### config.mk
export PLATFORM = sky130hd
export DESIGN_NAME = mesh_xy_hop_and_die_crossing_counter
export DESIGN_NICKNAME = d
export VERILOG_FILES = /design/src/sv/mxhd_pkg.sv /design/src/sv/mesh_xy_hop_and_die_crossing_counter.sv /design/src/sv/mxhd_divider.sv /design/src/sv/mxhd_sequencer.sv /design/src/sv/mxhd_datapath.sv
export SDC_FILE = /design/constraint.sdc
export NUM_CORES = 2
export LEC_CHECK = 0
export BUFFER_PORTS_ARGS = -buffer_cell sky130_fd_sc_hd__buf_2
export CORE_UTILIZATION = 45
export DETAILED_ROUTE_END_ITERATION = 8
export MAX_ROUTING_LAYER = met4
export PLACE_DENSITY = 0.7
export SYNTH_ARGS = -nofsm -noshare
export SYNTH_HDL_FRONTEND = slang
export SYNTH_SLANG_ARGS = --single-unit
### constraint.sdc
create_clock -name clk -period 13.38 [get_ports clk]
set_clock_uncertainty 0.15 [all_clocks]
set_input_delay 1.338 -clock clk [delete_from_list [all_inputs] [get_ports clk]]
set_output_delay 1.338 -clock clk [all_outputs]
set_load 0.03 [all_outputs]
### src/sv/mxhd_pkg.sv
// Shared types, constants and the control store of the mesh hop and die-crossing counter.
package mxhd_pkg;

  localparam int COORD_BITS_DEF = 6;
  localparam int TOTAL_BITS_DEF = 48;
  localparam int STEP_BITS      = 6;
  localparam int TREE_BITS      = 14;
  localparam int VOL_BITS       = 32;
  localparam int CFG_IDX_BITS   = 2;
  localparam int UPC_BITS       = 6;

  localparam logic [STEP_BITS-1:0] STEP_X_RST = STEP_BITS'(4);
  localparam logic [STEP_BITS-1:0] STEP_Y_RST = STEP_BITS'(4);

  typedef enum logic [CFG_IDX_BITS-1:0] {
    CFG_STEP_X     = 2'd0,
    CFG_STEP_Y     = 2'd1,
    CFG_SINGLE_DIE = 2'd2
  } cfg_idx_t;

  typedef struct packed {
    logic [STEP_BITS-1:0] step_x;
    logic [STEP_BITS-1:0] step_y;
    logic                 single_die;
  } cfg_t;

  // Jump conditions: when true, go to the jump target, else fall through.
  typedef enum logic [3:0] {
    COND_NEXT        = 4'd0,
    COND_ALWAYS      = 4'd1,
    COND_WAIT_IN     = 4'd2,
    COND_MCAST       = 4'd3,
    COND_DIV_BUSY    = 4'd4,
    COND_NO_RUN      = 4'd5,
    COND_SAME_COL    = 4'd6,
    COND_NOT_LAST    = 4'd7,
    COND_OUT_BLOCKED = 4'd8
  } cond_t;

  typedef enum logic [3:0] {
    ACT_NONE     = 4'd0,
    ACT_LATCH    = 4'd1,
    ACT_CLR_UNI  = 4'd2,
    ACT_LOAD     = 4'd3,
    ACT_DIV_HI   = 4'd4,
    ACT_DIV_LO   = 4'd5,
    ACT_ACC      = 4'd6,
    ACT_MUL      = 4'd7,
    ACT_ADD      = 4'd8,
    ACT_NEWCOL   = 4'd9,
    ACT_INIT     = 4'd10,
    ACT_SET_PREV = 4'd11,
    ACT_EMIT     = 4'd12
  } act_t;

  // Operand select codes, meaning depends on the action.
  localparam logic [1:0] SPAN_UNI_X    = 2'd0;
  localparam logic [1:0] SPAN_UNI_Y    = 2'd1;
  localparam logic [1:0] SPAN_COL_Y    = 2'd2;
  localparam logic [1:0] SPAN_RUN_X    = 2'd3;
  localparam logic [1:0] ACC_UNI       = 2'd0;
  localparam logic [1:0] ACC_TREE      = 2'd1;
  localparam logic [1:0] MUL_UNI_HOP   = 2'd0;
  localparam logic [1:0] MUL_UNI_CR    = 2'd1;
  localparam logic [1:0] MUL_TREE_HOP  = 2'd2;
  localparam logic [1:0] MUL_TREE_CR   = 2'd3;
  localparam logic [1:0] ADD_ONCHIP    = 2'd0;
  localparam logic [1:0] ADD_CROSS     = 2'd1;
  localparam logic [1:0] ADD_CROSS_END = 2'd2;
  localparam logic [1:0] SEL_NONE      = 2'd0;

  localparam logic [UPC_BITS-1:0] A_IDLE    = UPC_BITS'(0);
  localparam logic [UPC_BITS-1:0] A_MCAST   = UPC_BITS'(18);
  localparam logic [UPC_BITS-1:0] A_INIT    = UPC_BITS'(27);
  localparam logic [UPC_BITS-1:0] A_PREV    = UPC_BITS'(28);
  localparam logic [UPC_BITS-1:0] A_LASTCHK = UPC_BITS'(29);
  localparam logic [UPC_BITS-1:0] A_FINISH  = UPC_BITS'(46);

  typedef struct packed {
    cond_t               cond;
    logic [UPC_BITS-1:0] jmp;
    act_t                act;
    logic [1:0]          sel;
  } uword_t;

  typedef struct packed {
    act_t       act;
    logic [1:0] sel;
    logic       idle;
  } ctrl_t;

  typedef struct packed {
    logic div_busy;
    logic mcast;
    logic in_run;
    logic same_col;
    logic last;
    logic out_blocked;
  } stat_t;

  function automatic uword_t uw(cond_t c, logic [UPC_BITS-1:0] j, act_t a, logic [1:0] s);
    uword_t w;
    w.cond = c;
    w.jmp  = j;
    w.act  = a;
    w.sel  = s;
    return w;
  endfunction

  function automatic uword_t ucode(logic [UPC_BITS-1:0] addr);
    uword_t w;
    case (addr)
      // fetch and dispatch
      6'd0:  w = uw(COND_WAIT_IN, A_IDLE, ACT_LATCH, SEL_NONE);
      6'd1:  w = uw(COND_MCAST, A_MCAST, ACT_CLR_UNI, SEL_NONE);
      // unicast: x span
      6'd2:  w = uw(COND_NEXT, A_IDLE, ACT_LOAD, SPAN_UNI_X);
      6'd3:  w = uw(COND_NEXT, A_IDLE, ACT_DIV_HI, SEL_NONE);
      6'd4:  w = uw(COND_DIV_BUSY, UPC_BITS'(4), ACT_NONE, SEL_NONE);
      6'd5:  w = uw(COND_NEXT, A_IDLE, ACT_DIV_LO, SEL_NONE);
      6'd6:  w = uw(COND_DIV_BUSY, UPC_BITS'(6), ACT_NONE, SEL_NONE);
      6'd7:  w = uw(COND_NEXT, A_IDLE, ACT_ACC, ACC_UNI);
      // unicast: y span
      6'd8:  w = uw(COND_NEXT, A_IDLE, ACT_LOAD, SPAN_UNI_Y);
      6'd9:  w = uw(COND_NEXT, A_IDLE, ACT_DIV_HI, SEL_NONE);
      6'd10: w = uw(COND_DIV_BUSY, UPC_BITS'(10), ACT_NONE, SEL_NONE);
      6'd11: w = uw(COND_NEXT, A_IDLE, ACT_DIV_LO, SEL_NONE);
      6'd12: w = uw(COND_DIV_BUSY, UPC_BITS'(12), ACT_NONE, SEL_NONE);
      6'd13: w = uw(COND_NEXT, A_IDLE, ACT_ACC, ACC_UNI);
      // unicast: scale and add
      6'd14: w = uw(COND_NEXT, A_IDLE, ACT_MUL, MUL_UNI_HOP);
      6'd15: w = uw(COND_NEXT, A_IDLE, ACT_ADD, ADD_ONCHIP);
      6'd16: w = uw(COND_NEXT, A_IDLE, ACT_MUL, MUL_UNI_CR);
      6'd17: w = uw(COND_ALWAYS, A_FINISH, ACT_ADD, ADD_CROSS);
      // multicast destination
      6'd18: w = uw(COND_NO_RUN, A_INIT, ACT_NONE, SEL_NONE);
      6'd19: w = uw(COND_SAME_COL, A_PREV, ACT_NONE, SEL_NONE);
      6'd20: w = uw(COND_NEXT, A_IDLE, ACT_LOAD, SPAN_COL_Y);
      6'd21: w = uw(COND_NEXT, A_IDLE, ACT_DIV_HI, SEL_NONE);
      6'd22: w = uw(COND_DIV_BUSY, UPC_BITS'(22), ACT_NONE, SEL_NONE);
      6'd23: w = uw(COND_NEXT, A_IDLE, ACT_DIV_LO, SEL_NONE);
      6'd24: w = uw(COND_DIV_BUSY, UPC_BITS'(24), ACT_NONE, SEL_NONE);
      6'd25: w = uw(COND_NEXT, A_IDLE, ACT_ACC, ACC_TREE);
      6'd26: w = uw(COND_ALWAYS, A_LASTCHK, ACT_NEWCOL, SEL_NONE);
      6'd27: w = uw(COND_ALWAYS, A_LASTCHK, ACT_INIT, SEL_NONE);
      6'd28: w = uw(COND_NEXT, A_IDLE, ACT_SET_PREV, SEL_NONE);
      6'd29: w = uw(COND_NOT_LAST, A_FINISH, ACT_NONE, SEL_NONE);
      // close the last column
      6'd30: w = uw(COND_NEXT, A_IDLE, ACT_LOAD, SPAN_COL_Y);
      6'd31: w = uw(COND_NEXT, A_IDLE, ACT_DIV_HI, SEL_NONE);
      6'd32: w = uw(COND_DIV_BUSY, UPC_BITS'(32), ACT_NONE, SEL_NONE);
      6'd33: w = uw(COND_NEXT, A_IDLE, ACT_DIV_LO, SEL_NONE);
      6'd34: w = uw(COND_DIV_BUSY, UPC_BITS'(34), ACT_NONE, SEL_NONE);
      6'd35: w = uw(COND_NEXT, A_IDLE, ACT_ACC, ACC_TREE);
      // x span of the tree
      6'd36: w = uw(COND_NEXT, A_IDLE, ACT_LOAD, SPAN_RUN_X);
      6'd37: w = uw(COND_NEXT, A_IDLE, ACT_DIV_HI, SEL_NONE);
      6'd38: w = uw(COND_DIV_BUSY, UPC_BITS'(38), ACT_NONE, SEL_NONE);
      6'd39: w = uw(COND_NEXT, A_IDLE, ACT_DIV_LO, SEL_NONE);
      6'd40: w = uw(COND_DIV_BUSY, UPC_BITS'(40), ACT_NONE, SEL_NONE);
      6'd41: w = uw(COND_NEXT, A_IDLE, ACT_ACC, ACC_TREE);
      6'd42: w = uw(COND_NEXT, A_IDLE, ACT_MUL, MUL_TREE_HOP);
      6'd43: w = uw(COND_NEXT, A_IDLE, ACT_ADD, ADD_ONCHIP);
      6'd44: w = uw(COND_NEXT, A_IDLE, ACT_MUL, MUL_TREE_CR);
      6'd45: w = uw(COND_NEXT, A_IDLE, ACT_ADD, ADD_CROSS_END);
      // hand over the result
      6'd46: w = uw(COND_OUT_BLOCKED, A_FINISH, ACT_EMIT, SEL_NONE);
      6'd47: w = uw(COND_ALWAYS, A_IDLE, ACT_NONE, SEL_NONE);
      default: w = uw(COND_ALWAYS, A_IDLE, ACT_NONE, SEL_NONE);
    endcase
    return w;
  endfunction

endpackage

### src/sv/mesh_xy_hop_and_die_crossing_counter.sv
// Top level of the mesh XY hop and die-crossing counter.
// Keeps two saturating running totals of hop-volume on a 2D mesh of dies: on-die hops and
// die-crossing hops. Every request returns one result, the totals after that request plus a
// sticky saturated flag. A unicast request (operation 0) adds its XY Manhattan distance times
// volume; the boundaries crossed at multiples of die_step_x / die_step_y go to the crossing
// total, the rest to the on-die total. A step of zero counts no crossings. Multicast requests
// (operation 1) come as a run of destinations sorted by x then y and closed by last_dest; the
// run builds an XY tree (one x span from the source plus one y span per column) whose 14-bit
// saturating hop and crossing counts are scaled by the last request's volume. With
// single_die_mode set the tree counts no crossings. Unicast requests may sit inside a run
// without disturbing it. The block works on one request at a time under a microprogram; its
// pace is set by one shared restoring divider that yields one quotient bit per cycle, two
// quotients per span. A unicast request runs two spans through it; a multicast request runs
// one span if it closes a column and two more if it ends the run, and no span otherwise; a
// stalled output register holds the sequencer at its emit step. in_stall is low only while
// the sequencer waits for a request; a finished result waits in the output register while
// the next request is taken. Write configuration only while the block is idle; cfg_ready is
// always high and writes to an index beyond the register list are dropped.
module mesh_xy_hop_and_die_crossing_counter #(
  parameter int COORD_BITS = mxhd_pkg::COORD_BITS_DEF,
  parameter int TOTAL_BITS = mxhd_pkg::TOTAL_BITS_DEF
) (
  input  logic                              clk,
  input  logic                              rst_n,
  input  logic                              in_valid,
  output logic                              in_stall,
  input  logic                              in_operation,
  input  logic [COORD_BITS-1:0]             in_src_x,
  input  logic [COORD_BITS-1:0]             in_src_y,
  input  logic [COORD_BITS-1:0]             in_dest_x,
  input  logic [COORD_BITS-1:0]             in_dest_y,
  input  logic [mxhd_pkg::VOL_BITS-1:0]     in_volume,
  input  logic                              in_last_dest,
  output logic                              out_valid,
  input  logic                              out_stall,
  output logic [TOTAL_BITS-1:0]             out_onchip_hops_total,
  output logic [TOTAL_BITS-1:0]             out_crossing_hops_total,
  output logic                              out_saturated,
  input  logic                              cfg_valid,
  output logic                              cfg_ready,
  input  logic [mxhd_pkg::CFG_IDX_BITS-1:0] cfg_index,
  input  logic [mxhd_pkg::STEP_BITS-1:0]    cfg_data
);

  mxhd_pkg::cfg_t  cfg_r;
  mxhd_pkg::ctrl_t ctrl;
  mxhd_pkg::stat_t stat;

  // configuration registers
  assign cfg_ready = 1'b1;

  always_ff @(posedge clk) begin
    if (!rst_n) begin
      cfg_r.step_x     <= mxhd_pkg::STEP_X_RST;
      cfg_r.step_y     <= mxhd_pkg::STEP_Y_RST;
      cfg_r.single_die <= 1'b0;
    end else if (cfg_valid && cfg_ready) begin
      case (cfg_index)
        mxhd_pkg::CFG_STEP_X:     cfg_r.step_x     <= cfg_data;
        mxhd_pkg::CFG_STEP_Y:     cfg_r.step_y     <= cfg_data;
        mxhd_pkg::CFG_SINGLE_DIE: cfg_r.single_die <= cfg_data[0];
        default: begin
        end
      endcase
    end
  end

  // take a request only while the sequencer sits at its fetch step
  assign in_stall = !ctrl.idle;

  mxhd_sequencer u_seq (
    .clk      (clk),
    .rst_n    (rst_n),
    .in_valid (in_valid),
    .stat     (stat),
    .ctrl     (ctrl)
  );

  mxhd_datapath #(
    .COORD_BITS (COORD_BITS),
    .TOTAL_BITS (TOTAL_BITS)
  ) u_dp (
    .clk                     (clk),
    .rst_n                   (rst_n),
    .ctrl                    (ctrl),
    .cfg                     (cfg_r),
    .stat                    (stat),
    .in_valid                (in_valid),
    .in_operation            (in_operation),
    .in_src_x                (in_src_x),
    .in_src_y                (in_src_y),
    .in_dest_x               (in_dest_x),
    .in_dest_y               (in_dest_y),
    .in_volume               (in_volume),
    .in_last_dest            (in_last_dest),
    .out_valid               (out_valid),
    .out_stall               (out_stall),
    .out_onchip_hops_total   (out_onchip_hops_total),
    .out_crossing_hops_total (out_crossing_hops_total),
    .out_saturated           (out_saturated)
  );

endmodule

### src/sv/mxhd_divider.sv
// Restoring divider, one quotient bit per cycle, for coordinate by die step.
module mxhd_divider #(
  parameter int COORD_BITS = mxhd_pkg::COORD_BITS_DEF
) (
  input  logic                           clk,
  input  logic                           rst_n,
  input  logic                           start,
  input  logic [COORD_BITS-1:0]          dividend,
  input  logic [mxhd_pkg::STEP_BITS-1:0] divisor,
  output logic                           busy,
  output logic [COORD_BITS-1:0]          quotient
);

  localparam int SB        = mxhd_pkg::STEP_BITS;
  localparam int CNT_BITS  = $clog2(COORD_BITS + 1);

  logic [CNT_BITS-1:0]   cnt_r;
  logic [SB-1:0]         rem_r;
  logic [SB-1:0]         div_r;
  logic [COORD_BITS-1:0] quo_r;
  logic [SB:0]           trial;
  logic [SB:0]           diff;
  logic                  ge;

  always_comb begin
    trial = {rem_r, quo_r[COORD_BITS-1]};
    diff  = trial - {1'b0, div_r};
    ge    = (trial >= {1'b0, div_r});
  end

  always_ff @(posedge clk) begin
    if (!rst_n) begin
      cnt_r <= '0;
    end else if (start) begin
      cnt_r <= CNT_BITS'(COORD_BITS);
    end else if (cnt_r != '0) begin
      cnt_r <= cnt_r - CNT_BITS'(1);
    end
  end

  always_ff @(posedge clk) begin
    if (start) begin
      rem_r <= '0;
      div_r <= divisor;
      quo_r <= dividend;
    end else if (cnt_r != '0) begin
      rem_r <= ge ? diff[SB-1:0] : trial[SB-1:0];
      quo_r <= {quo_r[COORD_BITS-2:0], ge};
    end
  end

  assign busy     = (cnt_r != '0);
  assign quotient = quo_r;

endmodule

### src/sv/mxhd_sequencer.sv
// Microprogram counter and control store fetch with conditional jumps.
module mxhd_sequencer (
  input  logic            clk,
  input  logic            rst_n,
  input  logic            in_valid,
  input  mxhd_pkg::stat_t stat,
  output mxhd_pkg::ctrl_t ctrl
);

  localparam int UB = mxhd_pkg::UPC_BITS;

  logic [UB-1:0]    upc_r;
  logic [UB-1:0]    upc_nxt;
  mxhd_pkg::uword_t w;
  logic             take;

  always_comb begin
    w = mxhd_pkg::ucode(upc_r);
    case (w.cond)
      mxhd_pkg::COND_NEXT:        take = 1'b0;
      mxhd_pkg::COND_ALWAYS:      take = 1'b1;
      mxhd_pkg::COND_WAIT_IN:     take = !in_valid;
      mxhd_pkg::COND_MCAST:       take = stat.mcast;
      mxhd_pkg::COND_DIV_BUSY:    take = stat.div_busy;
      mxhd_pkg::COND_NO_RUN:      take = !stat.in_run;
      mxhd_pkg::COND_SAME_COL:    take = stat.same_col;
      mxhd_pkg::COND_NOT_LAST:    take = !stat.last;
      mxhd_pkg::COND_OUT_BLOCKED: take = stat.out_blocked;
      default:                    take = 1'b1;
    endcase
    upc_nxt   = take ? w.jmp : upc_r + UB'(1);
    ctrl.act  = w.act;
    ctrl.sel  = w.sel;
    ctrl.idle = (upc_r == mxhd_pkg::A_IDLE);
  end

  always_ff @(posedge clk) begin
    if (!rst_n) begin
      upc_r <= mxhd_pkg::A_IDLE;
    end else begin
      upc_r <= upc_nxt;
    end
  end

endmodule

### src/sv/mxhd_datapath.sv
// Operand registers, span unit, tree state, multiplier and saturating totals.
module mxhd_datapath #(
  parameter int COORD_BITS = mxhd_pkg::COORD_BITS_DEF,
  parameter int TOTAL_BITS = mxhd_pkg::TOTAL_BITS_DEF
) (
  input  logic                          clk,
  input  logic                          rst_n,
  input  mxhd_pkg::ctrl_t               ctrl,
  input  mxhd_pkg::cfg_t                cfg,
  output mxhd_pkg::stat_t               stat,
  input  logic                          in_valid,
  input  logic                          in_operation,
  input  logic [COORD_BITS-1:0]         in_src_x,
  input  logic [COORD_BITS-1:0]         in_src_y,
  input  logic [COORD_BITS-1:0]         in_dest_x,
  input  logic [COORD_BITS-1:0]         in_dest_y,
  input  logic [mxhd_pkg::VOL_BITS-1:0] in_volume,
  input  logic                          in_last_dest,
  output logic                          out_valid,
  input  logic                          out_stall,
  output logic [TOTAL_BITS-1:0]         out_onchip_hops_total,
  output logic [TOTAL_BITS-1:0]         out_crossing_hops_total,
  output logic                          out_saturated
);

  localparam int TB        = mxhd_pkg::TREE_BITS;
  localparam int VB        = mxhd_pkg::VOL_BITS;
  localparam int SB        = mxhd_pkg::STEP_BITS;
  localparam int PROD_BITS = TB + VB;
  localparam int SUM_BITS  = ((TOTAL_BITS > PROD_BITS) ? TOTAL_BITS : PROD_BITS) + 1;
  localparam logic [SUM_BITS-1:0] TOTAL_MAX = SUM_BITS'({TOTAL_BITS{1'b1}});

  // latched request
  logic                  op_r, last_r;
  logic [COORD_BITS-1:0] sx_r, sy_r, dx_r, dy_r;
  logic [VB-1:0]         vol_r;

  // multicast run state
  logic                  in_run_r, sat_r;
  logic [COORD_BITS-1:0] run_first_x_r, column_x_r, column_min_y_r, previous_y_r;
  logic [TB-1:0]         tree_hop_r, tree_cr_r, uni_hop_r, uni_cr_r;

  // span unit
  logic [COORD_BITS-1:0] lo_r, hi_r, qhi_r;
  logic [SB-1:0]         step_r;
  logic                  cr_en_r;
  logic                  div_start, div_busy;
  logic [COORD_BITS-1:0] div_q;

  // scale and totals
  logic [PROD_BITS-1:0]  prod_r;
  logic [TOTAL_BITS-1:0] onchip_r, cross_r;
  logic                  out_valid_r, out_sat_r;
  logic [TOTAL_BITS-1:0] out_onchip_r, out_cross_r;

  logic [COORD_BITS-1:0] span_lo, span_hi;
  logic [SB-1:0]         span_step;
  logic                  span_cr_en;
  logic [COORD_BITS-1:0] len, cr, hops;
  logic [TB-1:0]         acc_hop, acc_cr;
  logic [TB:0]           sum_hop, sum_cr;
  logic [TB-1:0]         mul_amt;
  logic [TOTAL_BITS-1:0] add_base;
  logic [SUM_BITS-1:0]   add_sum;
  logic                  add_ovf;
  logic [TOTAL_BITS-1:0] add_res;
  logic                  out_blocked;
  logic                  accept;

  mxhd_divider #(.COORD_BITS(COORD_BITS)) u_div (
    .clk      (clk),
    .rst_n    (rst_n),
    .start    (div_start),
    .dividend ((ctrl.act == mxhd_pkg::ACT_DIV_HI) ? hi_r : lo_r),
    .divisor  (step_r),
    .busy     (div_busy),
    .quotient (div_q)
  );

  assign div_start = (ctrl.act == mxhd_pkg::ACT_DIV_HI) || (ctrl.act == mxhd_pkg::ACT_DIV_LO);
  assign accept    = (ctrl.act == mxhd_pkg::ACT_LATCH) && in_valid;

  // span operands: low end, high end and the step of its axis
  always_comb begin
    case (ctrl.sel)
      mxhd_pkg::SPAN_UNI_X: begin
        span_lo    = (sx_r < dx_r) ? sx_r : dx_r;
        span_hi    = (sx_r < dx_r) ? dx_r : sx_r;
        span_step  = cfg.step_x;
        span_cr_en = (cfg.step_x != '0);
      end
      mxhd_pkg::SPAN_UNI_Y: begin
        span_lo    = (sy_r < dy_r) ? sy_r : dy_r;
        span_hi    = (sy_r < dy_r) ? dy_r : sy_r;
        span_step  = cfg.step_y;
        span_cr_en = (cfg.step_y != '0);
      end
      mxhd_pkg::SPAN_COL_Y: begin
        span_lo    = (sy_r < column_min_y_r) ? sy_r : column_min_y_r;
        span_hi    = (sy_r > previous_y_r) ? sy_r : previous_y_r;
        span_step  = cfg.step_y;
        span_cr_en = !cfg.single_die && (cfg.step_y != '0);
      end
      default: begin
        span_lo    = (sx_r < run_first_x_r) ? sx_r : run_first_x_r;
        span_hi    = (sx_r > dx_r) ? sx_r : dx_r;
        span_step  = cfg.step_x;
        span_cr_en = !cfg.single_die && (cfg.step_x != '0);
      end
    endcase
  end

  // crossings = hi/step - lo/step; split the span length
  always_comb begin
    len     = hi_r - lo_r;
    cr      = cr_en_r ? (qhi_r - div_q) : '0;
    hops    = len - cr;
    acc_hop = (ctrl.sel == mxhd_pkg::ACC_TREE) ? tree_hop_r : uni_hop_r;
    acc_cr  = (ctrl.sel == mxhd_pkg::ACC_TREE) ? tree_cr_r : uni_cr_r;
    sum_hop = {1'b0, acc_hop} + (TB + 1)'(hops);
    sum_cr  = {1'b0, acc_cr} + (TB + 1)'(cr);
  end

  always_comb begin
    case (ctrl.sel)
      mxhd_pkg::MUL_UNI_HOP:  mul_amt = uni_hop_r;
      mxhd_pkg::MUL_UNI_CR:   mul_amt = uni_cr_r;
      mxhd_pkg::MUL_TREE_HOP: mul_amt = tree_hop_r;
      default:                mul_amt = tree_cr_r;
    endcase
    add_base = (ctrl.sel == mxhd_pkg::ADD_ONCHIP) ? onchip_r : cross_r;
    add_sum  = SUM_BITS'(add_base) + SUM_BITS'(prod_r);
    add_ovf  = (add_sum > TOTAL_MAX);
    add_res  = add_ovf ? {TOTAL_BITS{1'b1}} : add_sum[TOTAL_BITS-1:0];
  end

  assign out_blocked = out_valid_r && out_stall;

  // request latch and span operands
  always_ff @(posedge clk) begin
    if (accept) begin
      op_r   <= in_operation;
      sx_r   <= in_src_x;
      sy_r   <= in_src_y;
      dx_r   <= in_dest_x;
      dy_r   <= in_dest_y;
      vol_r  <= in_volume;
      last_r <= in_last_dest;
    end
    if (ctrl.act == mxhd_pkg::ACT_LOAD) begin
      lo_r    <= span_lo;
      hi_r    <= span_hi;
      step_r  <= span_step;
      cr_en_r <= span_cr_en;
    end
    if (ctrl.act == mxhd_pkg::ACT_DIV_LO) begin
      qhi_r <= div_q;
    end
    if (ctrl.act == mxhd_pkg::ACT_MUL) begin
      prod_r <= PROD_BITS'(mul_amt) * PROD_BITS'(vol_r);
    end
  end

  // unicast scratch accumulators
  always_ff @(posedge clk) begin
    if (ctrl.act == mxhd_pkg::ACT_CLR_UNI) begin
      uni_hop_r <= '0;
      uni_cr_r  <= '0;
    end else if (ctrl.act == mxhd_pkg::ACT_ACC && ctrl.sel == mxhd_pkg::ACC_UNI) begin
      uni_hop_r <= sum_hop[TB-1:0];
      uni_cr_r  <= sum_cr[TB-1:0];
    end
  end

  // run state, tree counters, totals and the sticky flag
  always_ff @(posedge clk) begin
    if (!rst_n) begin
      in_run_r       <= 1'b0;
      sat_r          <= 1'b0;
      run_first_x_r  <= '0;
      column_x_r     <= '0;
      column_min_y_r <= '0;
      previous_y_r   <= '0;
      tree_hop_r     <= '0;
      tree_cr_r      <= '0;
      onchip_r       <= '0;
      cross_r        <= '0;
    end else begin
      case (ctrl.act)
        mxhd_pkg::ACT_INIT: begin
          in_run_r       <= 1'b1;
          run_first_x_r  <= dx_r;
          column_x_r     <= dx_r;
          column_min_y_r <= dy_r;
          previous_y_r   <= dy_r;
          tree_hop_r     <= '0;
          tree_cr_r      <= '0;
        end
        mxhd_pkg::ACT_NEWCOL: begin
          column_x_r     <= dx_r;
          column_min_y_r <= dy_r;
          previous_y_r   <= dy_r;
        end
        mxhd_pkg::ACT_SET_PREV: begin
          previous_y_r <= dy_r;
        end
        mxhd_pkg::ACT_ACC: begin
          if (ctrl.sel == mxhd_pkg::ACC_TREE) begin
            // clamp each tree counter at all ones
            tree_hop_r <= sum_hop[TB] ? {TB{1'b1}} : sum_hop[TB-1:0];
            tree_cr_r  <= sum_cr[TB] ? {TB{1'b1}} : sum_cr[TB-1:0];
            if (sum_hop[TB] || sum_cr[TB]) begin
              sat_r <= 1'b1;
            end
          end
        end
        mxhd_pkg::ACT_ADD: begin
          if (ctrl.sel == mxhd_pkg::ADD_ONCHIP) begin
            onchip_r <= add_res;
          end else begin
            cross_r <= add_res;
          end
          if (add_ovf) begin
            sat_r <= 1'b1;
          end
          if (ctrl.sel == mxhd_pkg::ADD_CROSS_END) begin
            in_run_r <= 1'b0;
          end
        end
        default: begin
        end
      endcase
    end
  end

  // output register: load on emit when free, drop when taken
  always_ff @(posedge clk) begin
    if (!rst_n) begin
      out_valid_r <= 1'b0;
    end else if (ctrl.act == mxhd_pkg::ACT_EMIT && !out_blocked) begin
      out_valid_r <= 1'b1;
    end else if (!out_stall) begin
      out_valid_r <= 1'b0;
    end
  end

  always_ff @(posedge clk) begin
    if (ctrl.act == mxhd_pkg::ACT_EMIT && !out_blocked) begin
      out_onchip_r <= onchip_r;
      out_cross_r  <= cross_r;
      out_sat_r    <= sat_r;
    end
  end

  always_comb begin
    stat.div_busy    = div_busy;
    stat.mcast       = op_r;
    stat.in_run      = in_run_r;
    stat.same_col    = (dx_r == column_x_r);
    stat.last        = last_r;
    stat.out_blocked = out_blocked;
  end

  assign out_valid               = out_valid_r;
  assign out_onchip_hops_total   = out_onchip_r;
  assign out_crossing_hops_total = out_cross_r;
  assign out_saturated           = out_sat_r;

endmodule

==> impl_metrics.env <==
export IMPL_grt_pass1_vias=27908
export IMPL_die_w_um=292
export IMPL_coreArea_um2=82500
export IMPL_cts_made_buffers=51
export IMPL_fmax_ghz=0.116
export IMPL_worst_skew_pair_late_latency_ns=0.62
export IMPL_ys_types=100
export IMPL_critical_path_top_delay_family="adder cells"
export IMPL_cp_start_kind="flip-flop"
export IMPL_rrSetupSlack_ns=4.74
export IMPL_synthSimpleGateAreaFrac=0.144
export IMPL_clockRootBuffer="clkbuf_16"
export IMPL_ctsHtreeMaxLevel=2
export IMPL_critPathCaptureType="flip-flop"
export IMPL_area_growth_pct=9.01
export IMPL_synth_compound_area_share=0.127
export IMPL_pin_count=171
export IMPL_synth_seq_cells=461
export IMPL_overflow=0
export IMPL_vias_per_cell=5.51
export IMPL_regArea_um2=11600
export IMPL_gp_congestion=0.911
export IMPL_critPathMaxStageDelay_ns=0.68
export IMPL_total_leakage_power_nw=18.1
export IMPL_setup_tns_ns=0
export IMPL_first_pass_iters=6
export IMPL_grt_max_degree=78
export IMPL_nFillCells=7548
export IMPL_rsz0062_at_grt="false"
export IMPL_fp_row_count=105
export IMPL_io_buffers=169
export IMPL_ys_seq_area_frac=0.307
export IMPL_whs_ns=0.272
export IMPL_synth_nets=4576
export IMPL_min_path_type="flip-flop to flip-flop"
export IMPL_synth_top_family_by_area="adder cells"
export IMPL_clockBufferDepth=3
export IMPL_relSlewSlack=0.0625
export IMPL_fin_crit_sh=0.646
export IMPL_routed_wirelength_mm=94.6
export IMPL_synthTopCellsByArea="fa_1 19%, edfxtp_1 19%, dfxtp_1 12%"
export IMPL_synthXorXnorAreaFrac=0.0311
export IMPL_syn_avg_cell_area_um2=9.65
export IMPL_syn_area_um2=37800
export IMPL_synthTopCellsByCount="472 x inv_1, 445 x nand2_1, 367 x fa_1"
export IMPL_async_reset_ff_frac=0
export IMPL_synth_top_cell_by_area="fa_1"
export IMPL_die_y_um=292
export IMPL_yosysTopAreaCellShare=0.195
export IMPL_drt_iter0_markers=2156
export IMPL_final_layout_size_suffix_gt1_frac=0.116
export IMPL_worstSetupPathType="flip-flop to flip-flop"
export IMPL_ir_drop_v=0.000162
export IMPL_grt_pass1_wl_mm=152
export IMPL_antenna_found_initial=2
export IMPL_crit_required_ns=13.59
export IMPL_dieArea_um2=85100
export IMPL_hold_viol=0
export IMPL_multi_input_area_um2=23600
export IMPL_hold_buffers=0
export IMPL_final_nets=4621
export IMPL_drc=0
export IMPL_synth_flop_cell="edfxtp_1"
export IMPL_power_density_nw_per_um2=158
export IMPL_post_cts_setup_buffer_count=0
export IMPL_synth_cells=3911
export IMPL_hpwl_mm=69.4
export IMPL_synth_most_common_cell="inv_1"
export IMPL_synth_adder_area_share=0.270
export IMPL_tightest_slew_ns=1.40
export IMPL_synth_edff_count=238
export IMPL_period_minus_slack_ns=8.64
export IMPL_slowest_stage="buf_4"
export IMPL_critPathMaxFanout=75
export IMPL_setup_viol=0
export IMPL_yosys_mux_area_fraction=0.0503
export IMPL_detail_route_wl_per_cell_um=18.6
export IMPL_critPathArrivalTime_ns=8.85
export IMPL_final_max_slew_viol_count=0
export IMPL_status="complete, no violations"
export IMPL_maxCapViolations=0
export IMPL_cts_tree="done"
export IMPL_initial_utilization=0.458
export IMPL_postRouteAntennaNets=0
export IMPL_cts_clk_slew_worst_paths_ns=0.06
export IMPL_crit_path_frequent_cell="fa_1"
export IMPL_cp_buffers_inverters=6
export IMPL_cts_sinks=461
export IMPL_ctsResizeCount=0
export IMPL_grtUsageTotal=0.229
export IMPL_vias=27941
export IMPL_ys_warn_count=0
## area by class of cell
class,instances,area share
clock buffers,79,0.0363
repair buffers,205,0.0271
diodes,2,0.000122
inverters,475,0.0434
flip-flops and latches,461,0.282
multi-input cells,2762,0.573
clock inverters,17,0.00502
well taps,1070,0.0325
## cell families (layout without fill, tap and decap cells)
group / after synthesis / count (layout)
and+or+nand+nor: 1148 / 1148
AOI/OAI and AO/OA: 709 / 709
buffers and inverters: 688 / 776
adders and majority gates: 594 / 594
DFF: 461 / 461
muxes: 176 / 176
xor gates and xnor gates: 134 / 134
other: 1 / 3
## metrics by stage
| stage | cell area (µm²) | util | setup slack, ns | std cells | power [mW] |
|---|---|---|---|---|---|
| finish | 41200 | 0.499 | 4.74 | 5071 | 6.49 |
| global route | 41200 | 0.499 | 4.23 | 5071 | 6.99 |
| CTS | 41200 | 0.499 | 4.79 | 5069 | 6.52 |
| detailed placement | 39500 | 0.478 | 4.81 | 4973 | 5.07 |
| global placement | 39500 | 0.478 | 4.92 | 4973 | 5.00 |
| floorplan | 37800 | - | 5.67 | 3911 | 4.27 |
## power breakdown
part	switching [mW]	internal, mW
logic	1.84	1.25
registers	0.249	1.73
clock network	0.601	0.814
total	2.69	3.80
## per-layer routing
layer,track usage,vias to the layer above,routed length (µm)
met5,-,-,0
met2,0.346,955,42500
met4,0.0619,0,2300
met1,0.319,13639,43200
li1,-,13209,-
met3,0.0362,138,6600
## worst paths after layout
| check | from | end | cells after the start |
|---|---|---|---|
| max | u_seq.w[1] | u_dp.prod_r[42] | 27 |
| min | u_dp.step_r[5] | u_dp.u_div.div_r[5] | 0 |
| max reg2reg | u_seq.w[1] | u_dp.prod_r[42] | 27 |
| min reg2reg | u_dp.step_r[5] | u_dp.u_div.div_r[5] | 0 |
## cells in the final DEF (no fill, tap or decap), drive strengths merged, types with 79 or more instances in the layout
cell type and instances:
inv 476, nand2 446, fa 367, edfxtp 238
a21oi 234, and2 230, ha 227, dfxtp 223
nor2 215, buf 205, o21ai 129, mux2 96
xnor2 91, nor3 84, mux2i 80, clkbuf 79
## flip-flops by register name (all words and copies together), names as in the netlist, 13 cells and up
name and flops:
cfg_r 13, u_dp.out_onchip_hops_total 48, u_dp.onchip_r 48, u_dp.prod_r 46, u_dp.tree_hop_r 14, u_seq.w 16, u_dp.uni_cr_r 14, u_dp.vol_r 32
u_dp.out_crossing_hops_total 48, u_dp.cross_r 48, u_dp.uni_hop_r 14, u_dp.tree_cr_r 14
## worst register-to-register path: cells and delay by family, from the launching register on
| kind | cells | cell delay, ns |
|---|---|---|
| adder cells (fa/ha/maj) | 8 | 3.78 |
| AND/OR/NAND/NOR | 4 | 0.86 |
| multiplexers | 1 | 0.20 |
| flip-flops | 1 | 0.33 |
| AO/OA/AOI/OAI | 7 | 1.59 |
| buffers and inverters | 6 | 1.38 |
| XOR/XNOR | 1 | 0.10 |
Note: power is estimated with default switching activity, not from simulation.
